$ cat config.mk
export PLATFORM = sky130hd
export DESIGN_NAME = wifi_link_recovery_policy_core
export DESIGN_NICKNAME = d
export VERILOG_FILES = /design/src/hdl/wlrp_pkg.sv /design/src/hdl/wlrp_ctrl.sv /design/src/hdl/wlrp_dpath.sv /design/src/hdl/wifi_link_recovery_policy_core.sv
export SDC_FILE = /design/constraint.sdc
export NUM_CORES = 2
export LEC_CHECK = 0
export BUFFER_PORTS_ARGS = -buffer_cell sky130_fd_sc_hd__buf_2
export CAP_MARGIN = 20
export CORE_ASPECT_RATIO = 1.2
export CORE_MARGIN = 2
export CORE_UTILIZATION = 35
export DETAILED_ROUTE_END_ITERATION = 6
export PLACE_DENSITY = 0.52
export SLEW_MARGIN = 20
export SYNTH_ARGS = -nofsm -noshare
export SYNTH_HDL_FRONTEND = slang
export SYNTH_HIERARCHICAL = 1
export SYNTH_SLANG_ARGS = --single-unit
$ cat constraint.sdc
create_clock -name aclk -period 6.4 [get_ports aclk]
set_input_delay 0.32 -clock aclk [delete_from_list [all_inputs] [get_ports aclk]]
set_output_delay 0.32 -clock aclk [all_outputs]
set_load 0.01 [all_outputs]
$ cat src/hdl/wlrp_pkg.sv
package wlrp_pkg;

    // Policy modes reported on the result channel.
    localparam logic [2:0] MODE_STARTING   = 3'd0;
    localparam logic [2:0] MODE_CONNECTING = 3'd1;
    localparam logic [2:0] MODE_ONLINE     = 3'd2;
    localparam logic [2:0] MODE_LOST       = 3'd3;
    localparam logic [2:0] MODE_AP         = 3'd4;

    // Action codes.
    localparam logic [2:0] ACT_NONE     = 3'd0;
    localparam logic [2:0] ACT_START_AP = 3'd1;
    localparam logic [2:0] ACT_STOP_AP  = 3'd2;
    localparam logic [2:0] ACT_FAST     = 3'd3;
    localparam logic [2:0] ACT_SCAN     = 3'd4;
    localparam logic [2:0] ACT_FORGET   = 3'd5;
    localparam logic [2:0] ACT_RESTART  = 3'd6;

    // Configuration register indexes.
    localparam logic [2:0] REG_START_DELAY   = 3'd0;
    localparam logic [2:0] REG_ATT_TIMEOUT   = 3'd1;
    localparam logic [2:0] REG_PROBE_PERIOD  = 3'd2;
    localparam logic [2:0] REG_LOST_FALLBACK = 3'd3;
    localparam logic [2:0] REG_ROUND_PAUSE   = 3'd4;
    localparam logic [2:0] REG_ATT_PER_ROUND = 3'd5;
    localparam logic [2:0] REG_FAST_FAIL_LIM = 3'd6;
    localparam logic [2:0] REG_RESTART_EVERY = 3'd7;

    // Width of the failed round counter, which sets the remainder unit length.
    localparam int ROUND_W = 16;

    // Commands from the controller to the datapath.
    typedef struct packed {
        logic load;
        logic div_step;
        logic exec;
    } wlrp_cmd_t;

    // Status from the datapath to the controller.
    typedef struct packed {
        logic div_done;
    } wlrp_sts_t;

endpackage

$ cat src/hdl/wlrp_ctrl.sv
module wlrp_ctrl (
    input  logic               aclk,
    input  logic               aresetn,
    input  logic               s_valid,
    output logic               s_ready,
    output logic               m_valid,
    input  logic               m_ready,
    input  wlrp_pkg::wlrp_sts_t sts,
    output wlrp_pkg::wlrp_cmd_t cmd
);
    import wlrp_pkg::*;

    typedef enum logic [1:0] {
        S_IDLE,
        S_DIV,
        S_EXEC
    } state_t;

    state_t state_reg, state_next;
    logic   m_valid_reg, m_valid_next;
    logic   out_free;

    assign s_ready  = (state_reg == S_IDLE);
    assign m_valid  = m_valid_reg;
    assign out_free = !m_valid_reg || m_ready;

    // Sequence one tick: latch, remainder steps, then update once the output is free.
    always_comb begin
        state_next   = state_reg;
        m_valid_next = m_valid_reg && !m_ready;
        cmd          = '0;
        case (state_reg)
            S_IDLE: begin
                if (s_valid) begin
                    cmd.load   = 1'b1;
                    state_next = S_DIV;
                end
            end
            S_DIV: begin
                if (sts.div_done) begin
                    state_next = S_EXEC;
                end else begin
                    cmd.div_step = 1'b1;
                end
            end
            S_EXEC: begin
                if (out_free) begin
                    cmd.exec     = 1'b1;
                    m_valid_next = 1'b1;
                    state_next   = S_IDLE;
                end
            end
            default: state_next = S_IDLE;
        endcase
    end

    always_ff @(posedge aclk) begin
        if (!aresetn) begin
            state_reg   <= S_IDLE;
            m_valid_reg <= 1'b0;
        end else begin
            state_reg   <= state_next;
            m_valid_reg <= m_valid_next;
        end
    end

endmodule

$ cat src/hdl/wlrp_dpath.sv
module wlrp_dpath #(
    parameter logic [31:0] AP_STOP_GRACE_TIME = 32'd60000,
    parameter logic [31:0] AP_RETRY_TIME      = 32'd5000,
    parameter logic [31:0] AP_MANUAL_TIME     = 32'd300000,
    parameter logic [31:0] PORTAL_IDLE_TIME   = 32'd60000
) (
    input  logic               aclk,
    input  logic               aresetn,
    input  logic               cfg_we,
    input  logic [2:0]         cfg_addr,
    input  logic [31:0]        cfg_wdata,
    input  logic [31:0]        s_time_ms,
    input  logic               s_link_up,
    input  logic               s_has_credentials,
    input  logic               s_has_fast_pair,
    input  logic               s_ap_active,
    input  logic [7:0]         s_ap_client_count,
    input  logic               s_manual_ap_request,
    input  logic               s_new_network_request,
    input  logic               s_portal_hit,
    input  wlrp_pkg::wlrp_cmd_t cmd,
    output wlrp_pkg::wlrp_sts_t sts,
    output logic [2:0]         m_action,
    output logic [2:0]         m_mode,
    output logic [15:0]        m_failed_attempt_total
);
    import wlrp_pkg::*;

    localparam int CNT_W = $clog2(ROUND_W + 1);

    // Configuration registers.
    logic [31:0] start_delay_reg, att_timeout_reg, probe_period_reg;
    logic [31:0] lost_fallback_reg, round_pause_reg;
    logic [7:0]  att_per_round_reg, fast_fail_lim_reg, restart_every_reg;

    // Latched tick.
    logic [31:0] now_reg;
    logic        link_reg, creds_reg, fastp_reg, apup_reg, man_reg, newnet_reg, hit_reg;
    logic [7:0]  clients_reg;

    // Policy state.
    logic [2:0]  mode_reg;
    logic        started_reg, attempting_reg, att_fast_reg, fast_dis_reg, forget_reg;
    logic        ever_on_reg, ap_manual_reg, busy_valid_reg;
    logic [7:0]  prev_clients_reg, fast_fail_cnt_reg, attempt_idx_reg;
    logic [15:0] round_cnt_reg, fail_cnt_reg;
    logic [31:0] tm_online_reg, tm_lost_reg, tm_attempt_reg, tm_wait_reg;
    logic [31:0] tm_apreq_reg, tm_busy_reg, cur_wait_reg;

    // Remainder unit state.
    logic [ROUND_W-1:0] div_num_reg;
    logic [8:0]         div_rem_reg;
    logic [CNT_W-1:0]   div_cnt_reg;
    logic [8:0]         rem_shift;

    // Next values.
    logic [2:0]  mode_next, act_next;
    logic        started_next, attempting_next, att_fast_next, fast_dis_next, forget_next;
    logic        ever_on_next, ap_manual_next, busy_valid_next;
    logic [7:0]  fast_fail_cnt_next, attempt_idx_next, att_inc, per_round, fail_lim;
    logic [15:0] round_cnt_next, fail_cnt_next;
    logic [31:0] tm_online_next, tm_lost_next, tm_attempt_next, tm_wait_next;
    logic [31:0] tm_apreq_next, tm_busy_next, cur_wait_next;
    logic        do_start, fast_ok, do_enter, enter_manual, fast_sel, keep_manual;
    logic        mod_zero;

    function automatic logic elapsed(input logic [31:0] now, input logic [31:0] since,
                                     input logic [31:0] period);
        logic [31:0] diff;
        diff = now - since;
        return diff >= period;
    endfunction

    // Configuration writes.
    always_ff @(posedge aclk) begin
        if (!aresetn) begin
            start_delay_reg   <= 32'd3000;
            att_timeout_reg   <= 32'd15000;
            probe_period_reg  <= 32'd60000;
            lost_fallback_reg <= 32'd120000;
            round_pause_reg   <= 32'd30000;
            att_per_round_reg <= 8'd2;
            fast_fail_lim_reg <= 8'd3;
            restart_every_reg <= 8'd3;
        end else if (cfg_we) begin
            case (cfg_addr)
                REG_START_DELAY:   start_delay_reg   <= cfg_wdata;
                REG_ATT_TIMEOUT:   att_timeout_reg   <= cfg_wdata;
                REG_PROBE_PERIOD:  probe_period_reg  <= cfg_wdata;
                REG_LOST_FALLBACK: lost_fallback_reg <= cfg_wdata;
                REG_ROUND_PAUSE:   round_pause_reg   <= cfg_wdata;
                REG_ATT_PER_ROUND: att_per_round_reg <= cfg_wdata[7:0];
                REG_FAST_FAIL_LIM: fast_fail_lim_reg <= cfg_wdata[7:0];
                REG_RESTART_EVERY: restart_every_reg <= cfg_wdata[7:0];
                default: ;
            endcase
        end
    end

    // Input transaction capture.
    always_ff @(posedge aclk) begin
        if (cmd.load) begin
            now_reg     <= s_time_ms;
            link_reg    <= s_link_up;
            creds_reg   <= s_has_credentials;
            fastp_reg   <= s_has_fast_pair;
            apup_reg    <= s_ap_active;
            clients_reg <= s_ap_client_count;
            man_reg     <= s_manual_ap_request;
            newnet_reg  <= s_new_network_request;
            hit_reg     <= s_portal_hit;
        end
    end

    // Restoring remainder of the next round count by the restart interval, one bit a cycle.
    assign rem_shift    = {div_rem_reg[7:0], div_num_reg[ROUND_W-1]};
    assign sts.div_done = (div_cnt_reg == '0);
    assign mod_zero     = (div_rem_reg == '0);

    always_ff @(posedge aclk) begin
        if (!aresetn) begin
            div_cnt_reg <= '0;
        end else if (cmd.load) begin
            div_num_reg <= round_cnt_reg + 16'd1;
            div_rem_reg <= '0;
            div_cnt_reg <= CNT_W'(ROUND_W);
        end else if (cmd.div_step) begin
            div_num_reg <= {div_num_reg[ROUND_W-2:0], 1'b0};
            div_cnt_reg <= div_cnt_reg - CNT_W'(1);
            if (rem_shift >= {1'b0, restart_every_reg}) begin
                div_rem_reg <= rem_shift - {1'b0, restart_every_reg};
            end else begin
                div_rem_reg <= rem_shift;
            end
        end
    end

    // Policy decision for one tick.
    always_comb begin
        mode_next          = mode_reg;
        act_next           = ACT_NONE;
        started_next       = started_reg;
        attempting_next    = attempting_reg;
        att_fast_next      = att_fast_reg;
        fast_dis_next      = fast_dis_reg;
        forget_next        = forget_reg;
        ever_on_next       = ever_on_reg;
        ap_manual_next     = ap_manual_reg;
        busy_valid_next    = busy_valid_reg;
        fast_fail_cnt_next = fast_fail_cnt_reg;
        attempt_idx_next   = attempt_idx_reg;
        round_cnt_next     = round_cnt_reg;
        fail_cnt_next      = fail_cnt_reg;
        tm_online_next     = tm_online_reg;
        tm_lost_next       = tm_lost_reg;
        tm_attempt_next    = tm_attempt_reg;
        tm_wait_next       = tm_wait_reg;
        tm_apreq_next      = tm_apreq_reg;
        tm_busy_next       = tm_busy_reg;
        cur_wait_next      = cur_wait_reg;
        do_start           = 1'b0;
        fast_ok            = 1'b0;
        do_enter           = 1'b0;
        enter_manual       = 1'b0;
        att_inc            = (attempt_idx_reg == 8'hFF) ? 8'hFF : attempt_idx_reg + 8'd1;
        per_round          = (att_per_round_reg == 8'd0) ? 8'd1 : att_per_round_reg;
        fail_lim           = (fast_fail_lim_reg == 8'd0) ? 8'd1 : fast_fail_lim_reg;

        // Portal activity refreshes the busy mark first.
        if (hit_reg || (clients_reg > prev_clients_reg)) begin
            tm_busy_next    = now_reg;
            busy_valid_next = 1'b1;
        end
        keep_manual = ap_manual_reg &&
                      ((clients_reg != 8'd0) || !elapsed(now_reg, tm_busy_next, AP_MANUAL_TIME));

        if (man_reg) begin
            started_next = 1'b1;
            do_enter     = 1'b1;
            enter_manual = 1'b1;
        end else if (newnet_reg) begin
            started_next       = 1'b1;
            ever_on_next       = 1'b0;
            fast_dis_next      = 1'b0;
            fast_fail_cnt_next = '0;
            round_cnt_next     = '0;
            attempt_idx_next   = '0;
            if (!creds_reg) begin
                do_enter = 1'b1;
            end else begin
                mode_next = MODE_CONNECTING;
                do_start  = 1'b1;
                fast_ok   = 1'b1;
            end
        end else if (!started_reg) begin
            if (!(creds_reg && (now_reg < start_delay_reg))) begin
                started_next = 1'b1;
                if (!creds_reg) begin
                    do_enter = 1'b1;
                end else begin
                    do_start = 1'b1;
                    fast_ok  = 1'b1;
                end
            end
        end else if (link_reg) begin
            if (mode_reg != MODE_ONLINE) begin
                mode_next          = MODE_ONLINE;
                tm_online_next     = now_reg;
                attempting_next    = 1'b0;
                fast_dis_next      = 1'b0;
                forget_next        = 1'b0;
                ever_on_next       = 1'b1;
                attempt_idx_next   = '0;
                fast_fail_cnt_next = '0;
                round_cnt_next     = '0;
                fail_cnt_next      = '0;
            end
            if (apup_reg && !keep_manual && ((clients_reg == 8'd0) ||
                elapsed(now_reg, tm_online_next, AP_STOP_GRACE_TIME))) begin
                act_next = ACT_STOP_AP;
            end
        end else if (mode_reg == MODE_ONLINE) begin
            mode_next        = MODE_LOST;
            tm_lost_next     = now_reg;
            attempt_idx_next = '0;
            do_start         = 1'b1;
            fast_ok          = 1'b1;
        end else if (attempting_reg) begin
            if (elapsed(now_reg, tm_attempt_reg, att_timeout_reg)) begin
                attempting_next = 1'b0;
                if (fail_cnt_reg != 16'hFFFF) begin
                    fail_cnt_next = fail_cnt_reg + 16'd1;
                end
                if (att_fast_reg && !fast_dis_reg) begin
                    if (fast_fail_cnt_reg != 8'hFF) begin
                        fast_fail_cnt_next = fast_fail_cnt_reg + 8'd1;
                    end
                    if (fast_fail_cnt_next >= fail_lim) begin
                        fast_dis_next = 1'b1;
                        forget_next   = 1'b1;
                    end
                end
                if (mode_reg != MODE_AP) begin
                    if (att_inc < per_round) begin
                        attempt_idx_next = att_inc;
                        do_start         = 1'b1;
                        fast_ok          = 1'b1;
                    end else begin
                        attempt_idx_next = '0;
                        tm_wait_next     = now_reg;
                        cur_wait_next    = '0;
                        round_cnt_next   = round_cnt_reg + 16'd1;
                        if (!ever_on_reg) begin
                            do_enter = 1'b1;
                        end else if ((mode_reg == MODE_LOST) &&
                                     elapsed(now_reg, tm_lost_reg, lost_fallback_reg)) begin
                            do_enter = 1'b1;
                        end else begin
                            cur_wait_next = round_pause_reg;
                            if (!apup_reg && (restart_every_reg != 8'd0) && mod_zero) begin
                                act_next = ACT_RESTART;
                            end
                        end
                    end
                end
            end
        end else if (forget_reg) begin
            forget_next = 1'b0;
            act_next    = ACT_FORGET;
        end else if (!creds_reg && (mode_reg != MODE_AP)) begin
            do_enter = 1'b1;
        end else if (mode_reg == MODE_AP) begin
            if (!apup_reg && elapsed(now_reg, tm_apreq_reg, AP_RETRY_TIME)) begin
                tm_apreq_next = now_reg;
                act_next      = ACT_START_AP;
            end else if (creds_reg &&
                         !((clients_reg != 8'd0) && busy_valid_next &&
                           !elapsed(now_reg, tm_busy_next, PORTAL_IDLE_TIME)) &&
                         elapsed(now_reg, tm_wait_reg, probe_period_reg)) begin
                do_start = 1'b1;
            end
        end else if ((mode_reg == MODE_LOST) &&
                     elapsed(now_reg, tm_lost_reg, lost_fallback_reg)) begin
            do_enter = 1'b1;
        end else if (elapsed(now_reg, tm_wait_reg, cur_wait_reg)) begin
            do_start = 1'b1;
            fast_ok  = 1'b1;
        end

        // Launch a connect attempt.
        fast_sel = fast_ok && fastp_reg && !fast_dis_next && (attempt_idx_next == 8'd0);
        if (do_start) begin
            att_fast_next   = fast_sel;
            attempting_next = 1'b1;
            tm_attempt_next = now_reg;
            tm_wait_next    = now_reg;
            if (mode_next == MODE_STARTING) begin
                mode_next = MODE_CONNECTING;
            end
            act_next = fast_sel ? ACT_FAST : ACT_SCAN;
        end

        // Fall back to the access point.
        if (do_enter) begin
            mode_next        = MODE_AP;
            attempting_next  = 1'b0;
            attempt_idx_next = '0;
            tm_apreq_next    = now_reg;
            tm_wait_next     = now_reg;
            ap_manual_next   = enter_manual;
            if (enter_manual) begin
                tm_busy_next    = now_reg;
                busy_valid_next = 1'b1;
            end
            act_next = ACT_START_AP;
        end
    end

    // State and result update.
    always_ff @(posedge aclk) begin
        if (!aresetn) begin
            mode_reg          <= MODE_STARTING;
            started_reg       <= 1'b0;
            attempting_reg    <= 1'b0;
            att_fast_reg      <= 1'b0;
            fast_dis_reg      <= 1'b0;
            forget_reg        <= 1'b0;
            ever_on_reg       <= 1'b0;
            ap_manual_reg     <= 1'b0;
            busy_valid_reg    <= 1'b0;
            prev_clients_reg  <= '0;
            fast_fail_cnt_reg <= '0;
            attempt_idx_reg   <= '0;
            round_cnt_reg     <= '0;
            fail_cnt_reg      <= '0;
            tm_online_reg     <= '0;
            tm_lost_reg       <= '0;
            tm_attempt_reg    <= '0;
            tm_wait_reg       <= '0;
            tm_apreq_reg      <= '0;
            tm_busy_reg       <= '0;
            cur_wait_reg      <= '0;
        end else if (cmd.exec) begin
            mode_reg          <= mode_next;
            started_reg       <= started_next;
            attempting_reg    <= attempting_next;
            att_fast_reg      <= att_fast_next;
            fast_dis_reg      <= fast_dis_next;
            forget_reg        <= forget_next;
            ever_on_reg       <= ever_on_next;
            ap_manual_reg     <= ap_manual_next;
            busy_valid_reg    <= busy_valid_next;
            prev_clients_reg  <= clients_reg;
            fast_fail_cnt_reg <= fast_fail_cnt_next;
            attempt_idx_reg   <= attempt_idx_next;
            round_cnt_reg     <= round_cnt_next;
            fail_cnt_reg      <= fail_cnt_next;
            tm_online_reg     <= tm_online_next;
            tm_lost_reg       <= tm_lost_next;
            tm_attempt_reg    <= tm_attempt_next;
            tm_wait_reg       <= tm_wait_next;
            tm_apreq_reg      <= tm_apreq_next;
            tm_busy_reg       <= tm_busy_next;
            cur_wait_reg      <= cur_wait_next;
        end
    end

    // Result payload register.
    always_ff @(posedge aclk) begin
        if (cmd.exec) begin
            m_action               <= act_next;
            m_mode                 <= mode_next;
            m_failed_attempt_total <= fail_cnt_next;
        end
    end

endmodule

$ cat src/hdl/wifi_link_recovery_policy_core.sv
// Wi-Fi link recovery policy engine.
// Each input transaction on the s_ channel is one tick: the millisecond time,
// link facts and one-shot requests. For every tick exactly one result
// transaction appears on the m_ channel with the action to take, the policy
// mode after the tick and the count of failed attempts since the last success.
// Each tick passes the capture edge, 16 steps of the bit-serial remainder unit
// that decides the periodic radio restart, the controller seeing the remainder
// finish, and the decision edge that loads the result register. Ticks are
// handled one at a time; the next tick can be accepted in the cycle after the
// result is loaded, so no tick is taken while another is in progress.
// A new tick is accepted while a finished result still waits in the output
// register; if the receiver stalls, the next decision is held until the
// waiting result is taken, and s_ready stays low meanwhile.
// Configuration writes on cfg_we/cfg_addr/cfg_wdata take effect at once and
// are meant for idle periods. Reset (aresetn low, synchronous) restores the
// default register values and clears all policy state; no result is pending.
module wifi_link_recovery_policy_core #(
    parameter logic [31:0] AP_STOP_GRACE_TIME = 32'd60000,
    parameter logic [31:0] AP_RETRY_TIME      = 32'd5000,
    parameter logic [31:0] AP_MANUAL_TIME     = 32'd300000,
    parameter logic [31:0] PORTAL_IDLE_TIME   = 32'd60000
) (
    input  logic        aclk,
    input  logic        aresetn,
    input  logic        cfg_we,
    input  logic [2:0]  cfg_addr,
    input  logic [31:0] cfg_wdata,
    input  logic        s_valid,
    output logic        s_ready,
    input  logic [31:0] s_time_ms,
    input  logic        s_link_up,
    input  logic        s_has_credentials,
    input  logic        s_has_fast_pair,
    input  logic        s_ap_active,
    input  logic [7:0]  s_ap_client_count,
    input  logic        s_manual_ap_request,
    input  logic        s_new_network_request,
    input  logic        s_portal_hit,
    output logic        m_valid,
    input  logic        m_ready,
    output logic [2:0]  m_action,
    output logic [2:0]  m_mode,
    output logic [15:0] m_failed_attempt_total
);
    import wlrp_pkg::*;

    wlrp_cmd_t cmd;
    wlrp_sts_t sts;

    // Transaction sequencing.
    wlrp_ctrl u_ctrl (
        .aclk    (aclk),
        .aresetn (aresetn),
        .s_valid (s_valid),
        .s_ready (s_ready),
        .m_valid (m_valid),
        .m_ready (m_ready),
        .sts     (sts),
        .cmd     (cmd)
    );

    // Policy state and decision logic.
    wlrp_dpath #(
        .AP_STOP_GRACE_TIME (AP_STOP_GRACE_TIME),
        .AP_RETRY_TIME      (AP_RETRY_TIME),
        .AP_MANUAL_TIME     (AP_MANUAL_TIME),
        .PORTAL_IDLE_TIME   (PORTAL_IDLE_TIME)
    ) u_dpath (
        .aclk                   (aclk),
        .aresetn                (aresetn),
        .cfg_we                 (cfg_we),
        .cfg_addr               (cfg_addr),
        .cfg_wdata              (cfg_wdata),
        .s_time_ms              (s_time_ms),
        .s_link_up              (s_link_up),
        .s_has_credentials      (s_has_credentials),
        .s_has_fast_pair        (s_has_fast_pair),
        .s_ap_active            (s_ap_active),
        .s_ap_client_count      (s_ap_client_count),
        .s_manual_ap_request    (s_manual_ap_request),
        .s_new_network_request  (s_new_network_request),
        .s_portal_hit           (s_portal_hit),
        .cmd                    (cmd),
        .sts                    (sts),
        .m_action               (m_action),
        .m_mode                 (m_mode),
        .m_failed_attempt_total (m_failed_attempt_total)
    );

endmodule

# Word level (Yosys, flattened, before mapping)
# Cells that the tools add are included.
[word_totals]
memories = 0
rom_bits = 0
latch_bits = 0
ram_bits = 0
inputBits = 87
ff_bits = 577
word_cells = 410
[classes]
multipliers = 0
n_eq_ne = 42
order_cmp = 13
addsub = 12
n_reduce_logical = 81
n_mux = 209
bitwise = 6
n_div = 0
n_shift = 0
[op_table]
columns = ["op", "n"]
rows = [
  ["$mux W32", 32],
  ["$mux W16", 20],
  ["$mux W8", 31],
  ["$sub A32 B32 Y32", 6],
  ["$ge A32 B32 Y1", 4],
  ["$mux W1", 90],
  ["$mux W3", 27],
  ["$ge A32 B16 Y1 const B", 2],
  ["$add A16 B1 Y16 const B", 2],
  ["$ge A32 B13 Y1 const B", 1],
  ["$ge A32 B19 Y1 const B", 1],
  ["$logic_not A8 Y1", 4],
  ["$lt A32 B32 Y1", 1],
  ["$reduce_bool A3 Y1", 8],
  ["$reduce_and A2 Y1", 11],
  ["$reduce_and A10 Y1", 2],
  ["$logic_and A1 B1 Y1", 18],
  ["$mux W9", 2],
  ["$reduce_and A9 Y1", 2],
  ["$add A8 B1 Y8 const B", 2],
  ["$ne A16 B16 Y1 const B", 1],
  ["$ne A2 B2 Y1 const B", 8],
  ["$reduce_bool A8 Y1", 2],
  ["$eq A3 B3 Y1 const B", 5],
  ["other kinds (35)", 81],
]

# Longest topological paths before layout
[depth]
depth_word = 25
mapped_depth = 36
ltp_nobuf = 33

# Modules after synthesis
# The synthesis kept the hierarchy.
[by_module_without_submodules]
columns = ["module", "seq_area_each_um2", "area_per_inst_um2", "cells_each", "n_inst"]
rows = [
  ["wlrp_dpath", 12431.9, 37616.1, 4698, 1],
  ["wlrp_ctrl", 60.1, 157.7, 17, 1],
]

# Worst setup path after synthesis
# Ideal clock, no wire load.
[synth_path]
path_type = "reg2reg"
startpoint = "register u_dpath.now_reg[1]"
endpoint = "register u_dpath.tm_wait_reg[1]"
t_arrival_ps = 6625
period_less_slack_ps = 6697
path_slack_ps = -297
setup_time_ps = 72
stages_incl_launch_ff = 31
n_path_buf = 3
path_cell_list = "edfxtp_1 ha_1 nor2b_1 o21a_1 o21ai_0 a21oi_1 o21a_1 o41a_1 a21o_1 o41a_1 a221oi_1 a21oi_1 nand4_1 nand4b_1 o31ai_1 xnor2_1 ha_1 and3_1 nand4_1 or4_1 a211oi_1 o311a_1 nor2b_1 clkbuf_1 o21ai_1 a31o_2 clkbuf_1 a31oi_1 a21oi_4 buf_6 mux2i_1"
[synth_between]
elab_chain_cells = 21
word_cells_on_any_way = 72
classes_between = "add/sub: 5; order compare: 7; eq/ne: 5; mux: 42; reduce/logical: 13"
[synth_lines]
columns = ["item", "line_no", "source"]
rows = [
  ["start, declared", "wlrp_dpath.sv:37", "logic [31:0] now_reg;"],
  ["start signal, assigned", "wlrp_dpath.sv:103", "now_reg <= s_time_ms;"],
  ["$mux W32", "wlrp_dpath.sv:170", "if (hit_reg || (clients_reg > prev_clients_reg)) begin"],
  ["$sub A32 B32 Y32", "wlrp_dpath.sv:70", "diff = now - since;"],
  ["$ge A32 B16 Y1", "wlrp_dpath.sv:71", "return diff >= period;"],
  ["$logic_not A1 Y1", "wlrp_dpath.sv:278", "!elapsed(now_reg, tm_busy_next, PORTAL_IDLE_TIME)) &&"],
  ["$logic_and A1 B1 Y1", "wlrp_dpath.sv:277", "!((clients_reg != 8'd0) && busy_valid_next &&"],
  ["$logic_not A1 Y1", "wlrp_dpath.sv:277", ""],
  ["$logic_and A1 B1 Y1", "wlrp_dpath.sv:276", "end else if (creds_reg &&"],
  ["$logic_and A1 B1 Y1", "wlrp_dpath.sv:278", ""],
  ["[... 5 more ...]", "n/a", ""],
  ["$mux W1", "wlrp_dpath.sv:228", "end else if (attempting_reg) begin"],
  ["$mux W1", "wlrp_dpath.sv:222", "end else if (mode_reg == MODE_ONLINE) begin"],
  ["$mux W1", "wlrp_dpath.sv:205", "end else if (link_reg) begin"],
  ["$mux W1", "wlrp_dpath.sv:195", "end else if (!started_reg) begin"],
  ["$mux W1", "wlrp_dpath.sv:181", "end else if (newnet_reg) begin"],
  ["$mux W1", "wlrp_dpath.sv:177", "if (man_reg) begin"],
  ["$ne A3 B3 Y1 (no source line), or another cell as far along", "n/a", ""],
  ["$reduce_and A10 Y1 (no source line) or $mux W32 (tied branches)", "n/a", ""],
  ["end signal, assigned", "wlrp_dpath.sv:361", "tm_wait_reg <= tm_wait_next;"],
  ["end, declared", "wlrp_dpath.sv:47", "logic [31:0] tm_online_reg, tm_lost_reg, tm_attempt_reg, tm_wait_reg;"],
]
# Parallel ways exist; a longest one is shown, timed or not. The select of a mux whose other input is x is not followed.
# A chain may end at the register's enable or synchronous reset.

# Final worst setup path
[layout_path]
startpoint = "register u_dpath.now_reg[0]"
endpoint = "register u_dpath.tm_attempt_reg[1]"
[layout_between]
elab_chain_cells = 20
word_cells_on_any_way = 37
classes_between = "add/sub: 5; order compare: 7; mux: 16; reduce/logical: 9"
[layout_lines]
columns = ["item", "line_no", "source"]
rows = [
  ["$mux W32", "wlrp_dpath.sv:170", ""],
  ["$sub A32 B32 Y32", "wlrp_dpath.sv:70", ""],
  ["$ge A32 B16 Y1", "wlrp_dpath.sv:71", ""],
  ["$logic_not A1 Y1", "wlrp_dpath.sv:278", ""],
  ["$logic_and A1 B1 Y1", "wlrp_dpath.sv:277", ""],
  ["$logic_not A1 Y1", "wlrp_dpath.sv:277", ""],
  ["$logic_and A1 B1 Y1", "wlrp_dpath.sv:276", ""],
  ["$logic_and A1 B1 Y1", "wlrp_dpath.sv:278", ""],
  ["[... 4 more ...]", "n/a", ""],
  ["$mux W1", "wlrp_dpath.sv:267", "end else if (forget_reg) begin"],
  ["$mux W1", "wlrp_dpath.sv:228", ""],
  ["$mux W1", "wlrp_dpath.sv:222", ""],
  ["$mux W1", "wlrp_dpath.sv:205", ""],
  ["$mux W1 (*)", "wlrp_dpath.sv:195", ""],
  ["$mux W1 (*)", "wlrp_dpath.sv:181", ""],
  ["$mux W1 (*)", "wlrp_dpath.sv:177", ""],
  ["$reduce_and A2 Y1 (no source line) (*)", "n/a", ""],
  ["end signal, assigned", "wlrp_dpath.sv:360", "tm_attempt_reg <= tm_attempt_next;"],
  ["end, declared", "wlrp_dpath.sv:47", ""],
]
# Every way passes the cells marked *; elsewhere a longest branch is shown, timed or not.

==> impl_metrics.ini <==
[status]
status = finished with violations
violations = setup timing

[worst_hold_path]
hold_start = cfg_wdata[0]
hold_depth = 3
hp-class = in -> reg

[timing]
max_freq_mhz = 149
tightest_slew_ns = 1.10
maxSlewViolCount = 0
post-route-min-period_ns = 6.72
setup_slack_ns = -0.318
post-route-period-util = 1.05
skew_ns = 0.0707
relSlewSlack = 0.267
hold_violations = 0
rsz0062_at_grt = yes
setup_viol = 105
hold_slack_ns = 0.0915

[floorplanning]
die_h_um = 364
ioPinCount = 111
core-area_um2 = 108000
chipWidth_um = 304
rows = 132
die-area_um2 = 111000
initial_utilization = 0.351

[worst_setup_path]
cp-endpoint = u_dpath/tm_attempt_reg[1]
path_class = reg -> reg
reg2reg_from = u_dpath/now_reg[0]
critPathLaunch = u_dpath/now_reg[0]
r2r-end = u_dpath/tm_attempt_reg[1]
slowest_stage = edfxtp_1
cp_common_cell = a21o_1
r2r_setup_slack_ns = -0.32
crit_path_end_kind = flop
cp.depth = 35
crit_fanout = 12
cp_slowest_stage_delay_ns = 0.41
crit_family = compound AO/OA/AOI/OAI gates
start_kind = flop
critPathArrivalTime_ns = 7.24
worstPathRequired_ns = 6.92
cp_num_buf_inv = 7
r2r_cells = 35

[yosys]
ys_async_sr_fraction = 0
syn_inst = 4715
synthFlopType = dfxtp_1
ys_seq_elements = 577
synth_edf_count = 94
avgSynthCellArea_um2 = 8.01
syn_area_um2 = 37800
ys_seq_area_frac = 0.331
synth_cell_types = 102
syn_nets = 5184
yosys_warnings = 6

[cts]
clock_path_buffers = 3
cts.sinks = 577
cts.htree.levels = 3
clk_latency_ns = 0.69
root_buffer = clkbuf_16
cts-buffers-inserted = 71
clk_pin_slew_ns = 0.06
cts_tree = yes

[global_routing]
grt_pass1_wl_mm = 187
grt_usage = 0.214
antenna_found_initial = 1
grt_pass1_vias = 32557
grt_max_degree = 194
grt_overflow = 0

[cells_and_area]
layout_common_cells = nand2_1 (722), dfxtp_1 (482), a21oi_1 (481), inv_1 (383), ha_1 (373)
nets = 5472
multiInputGateArea_um2 = 23500
num-fill-cells = 10868
drive_above_1_share = 0.118
syn2layout_area_growth_pct = 19.2
layout.cells.most_common = nand2_1
diodes = 0
regArea_um2 = 12500
fin_area_um2 = 45000

[place]
dp_hpwl_mm = 87.0
place_area_um2 = 40900
place.gp.congestion = 0.877
io_buffers = 110

[drt]
dr.pass1.iters = 5
ant_nets = 0
drtIter0Drc = 1879
drc = 0
wirelength_mm = 121
detail_route.wl_per_cell_um = 18.7
viasPerCell = 5.24
vias = 33876

[power]
ir_worst_vdd_mv = 0.173
p_leak_nw = 17.5
cellPowerDensity_nw_per_um2 = 242

[job]
cap_viol_max_count = 0
[worst min-delay path by stage]
stage	to	slack (ns)
2_1_floorplan	u_dpath/apup_reg	0.42
3_3_place_gp	u_dpath/cur_wait_reg[2]	0.44
3_5_place_dp	u_dpath/cur_wait_reg[26]	0.44
4_1_cts	u_dpath/restart_every_reg[4]	0.06
5_1_grt	u_dpath/round_pause_reg[0]	0.08
6_report	u_dpath/round_pause_reg[0]	0.09
[synth_stat cells, types with 8 or more instances]
cell / instances / area (µm²)
nand2_1: 727 / 2730
a21oi_1: 496 / 2480
dfxtp_1: 483 / 9670
inv_1: 388 / 1460
ha_1: 375 / 4690
nor2_1: 374 / 1400
clkbuf_1: 177 / 664
mux2i_1: 176 / 1760
o21ai_0: 155 / 776
a21o_1: 136 / 1020
nand3_1: 113 / 566
xnor2_1: 113 / 990
edfxtp_1: 94 / 2820
nor3_1: 70 / 350
a211oi_1: 66 / 495
nand2b_1: 57 / 357
xor2_1: 56 / 490
o211ai_1: 51 / 383
nor2b_1: 50 / 313
nand4_1: 46 / 288
a31oi_1: 44 / 275
and3_1: 40 / 250
o21a_1: 36 / 270
nor4_1: 26 / 163
o21bai_1: 22 / 165
o31ai_1: 20 / 150
or3_1: 19 / 119
a22oi_1: 18 / 135
and2_1: 17 / 106
or2_2: 14 / 87.6
and4_1: 13 / 114
nand3b_1: 13 / 97.6
a211o_1: 11 / 96.3
o21ai_1: 11 / 55.1
buf_6: 10 / 113
or4_1: 9 / 67.6
clkbuf_2: 8 / 40.0
o211a_1: 8 / 80.1
[layout make-up]
cell class,count,area share
flip-flops and latches,577,0.278
well taps,1407,0.0391
clock inverters,28,0.00809
repair buffers,419,0.0759
clock buffers,101,0.0457
multi-input cells,3545,0.521
inverters,389,0.0326
[worst min-delay path, delay by kind of cell]
family / cells / cell delay [ns]
AOI/OAI and AO/OA: 1 / 0.06
and+or+nand+nor: 1 / 0.10
buffers and inverters: 1 / 0.23
[where the power goes]
group	total, mW	internal, mW	leakage [nW]	switching [mW]
clock	4.24	2.47	1.20	1.77
combinational	2.76	1.14	11.5	1.62
sequential	3.90	3.81	4.80	0.0899
[through the flow]
stage / setup slack, ns / setup TNS [ns] / cells / power, mW / utilization
floorplan: 0.0105 / 0 / 4715 / 5.76 / -
global placement: -0.551 / -52.73 / 6217 / 6.59 / 0.380
detailed placement: -0.638 / -68.06 / 6217 / 6.59 / 0.380
CTS: -0.342 / -28.47 / 6444 / 11.0 / 0.415
global route: -0.748 / -84.24 / 6466 / 11.5 / 0.419
finish: -0.318 / -24.90 / 6466 / 10.9 / 0.419
[layer usage]
metal / track usage / wire (µm) / up-vias
li1: - / - / 17066
met1: 0.262 / 53400 / 16117
met2: 0.394 / 60900 / 541
met3: 0.0204 / 3580 / 150
met4: 0.0705 / 3140 / 2
met5: 0 / 11 / -
[kinds of logic after synthesis]
| group | synth area share |
|---|---|
| and+or+nand+nor | 0.192 |
| AOI/OAI and AO/OA | 0.199 |
| buffers and inverters | 0.0613 |
| DFF | 0.331 |
| adders and majority gates | 0.128 |
| muxes | 0.0487 |
| xor gates and xnor gates | 0.0392 |
[repair_timing]
| item | 4_1_cts | 5_1_grt |
|---|---|---|
| hold buffers | 76 | 0 |
| gates resized for setup | 47 | 81 |
| endpoints found under the hold margin | 147 | 0 |
| endpoints found under the setup margin | 194 | 203 |
| buffers inserted | 17 | 16 |
| pin swaps | 42 | 35 |
| cloned | 6 | 7 |
(Power assumes the default switching activity.)
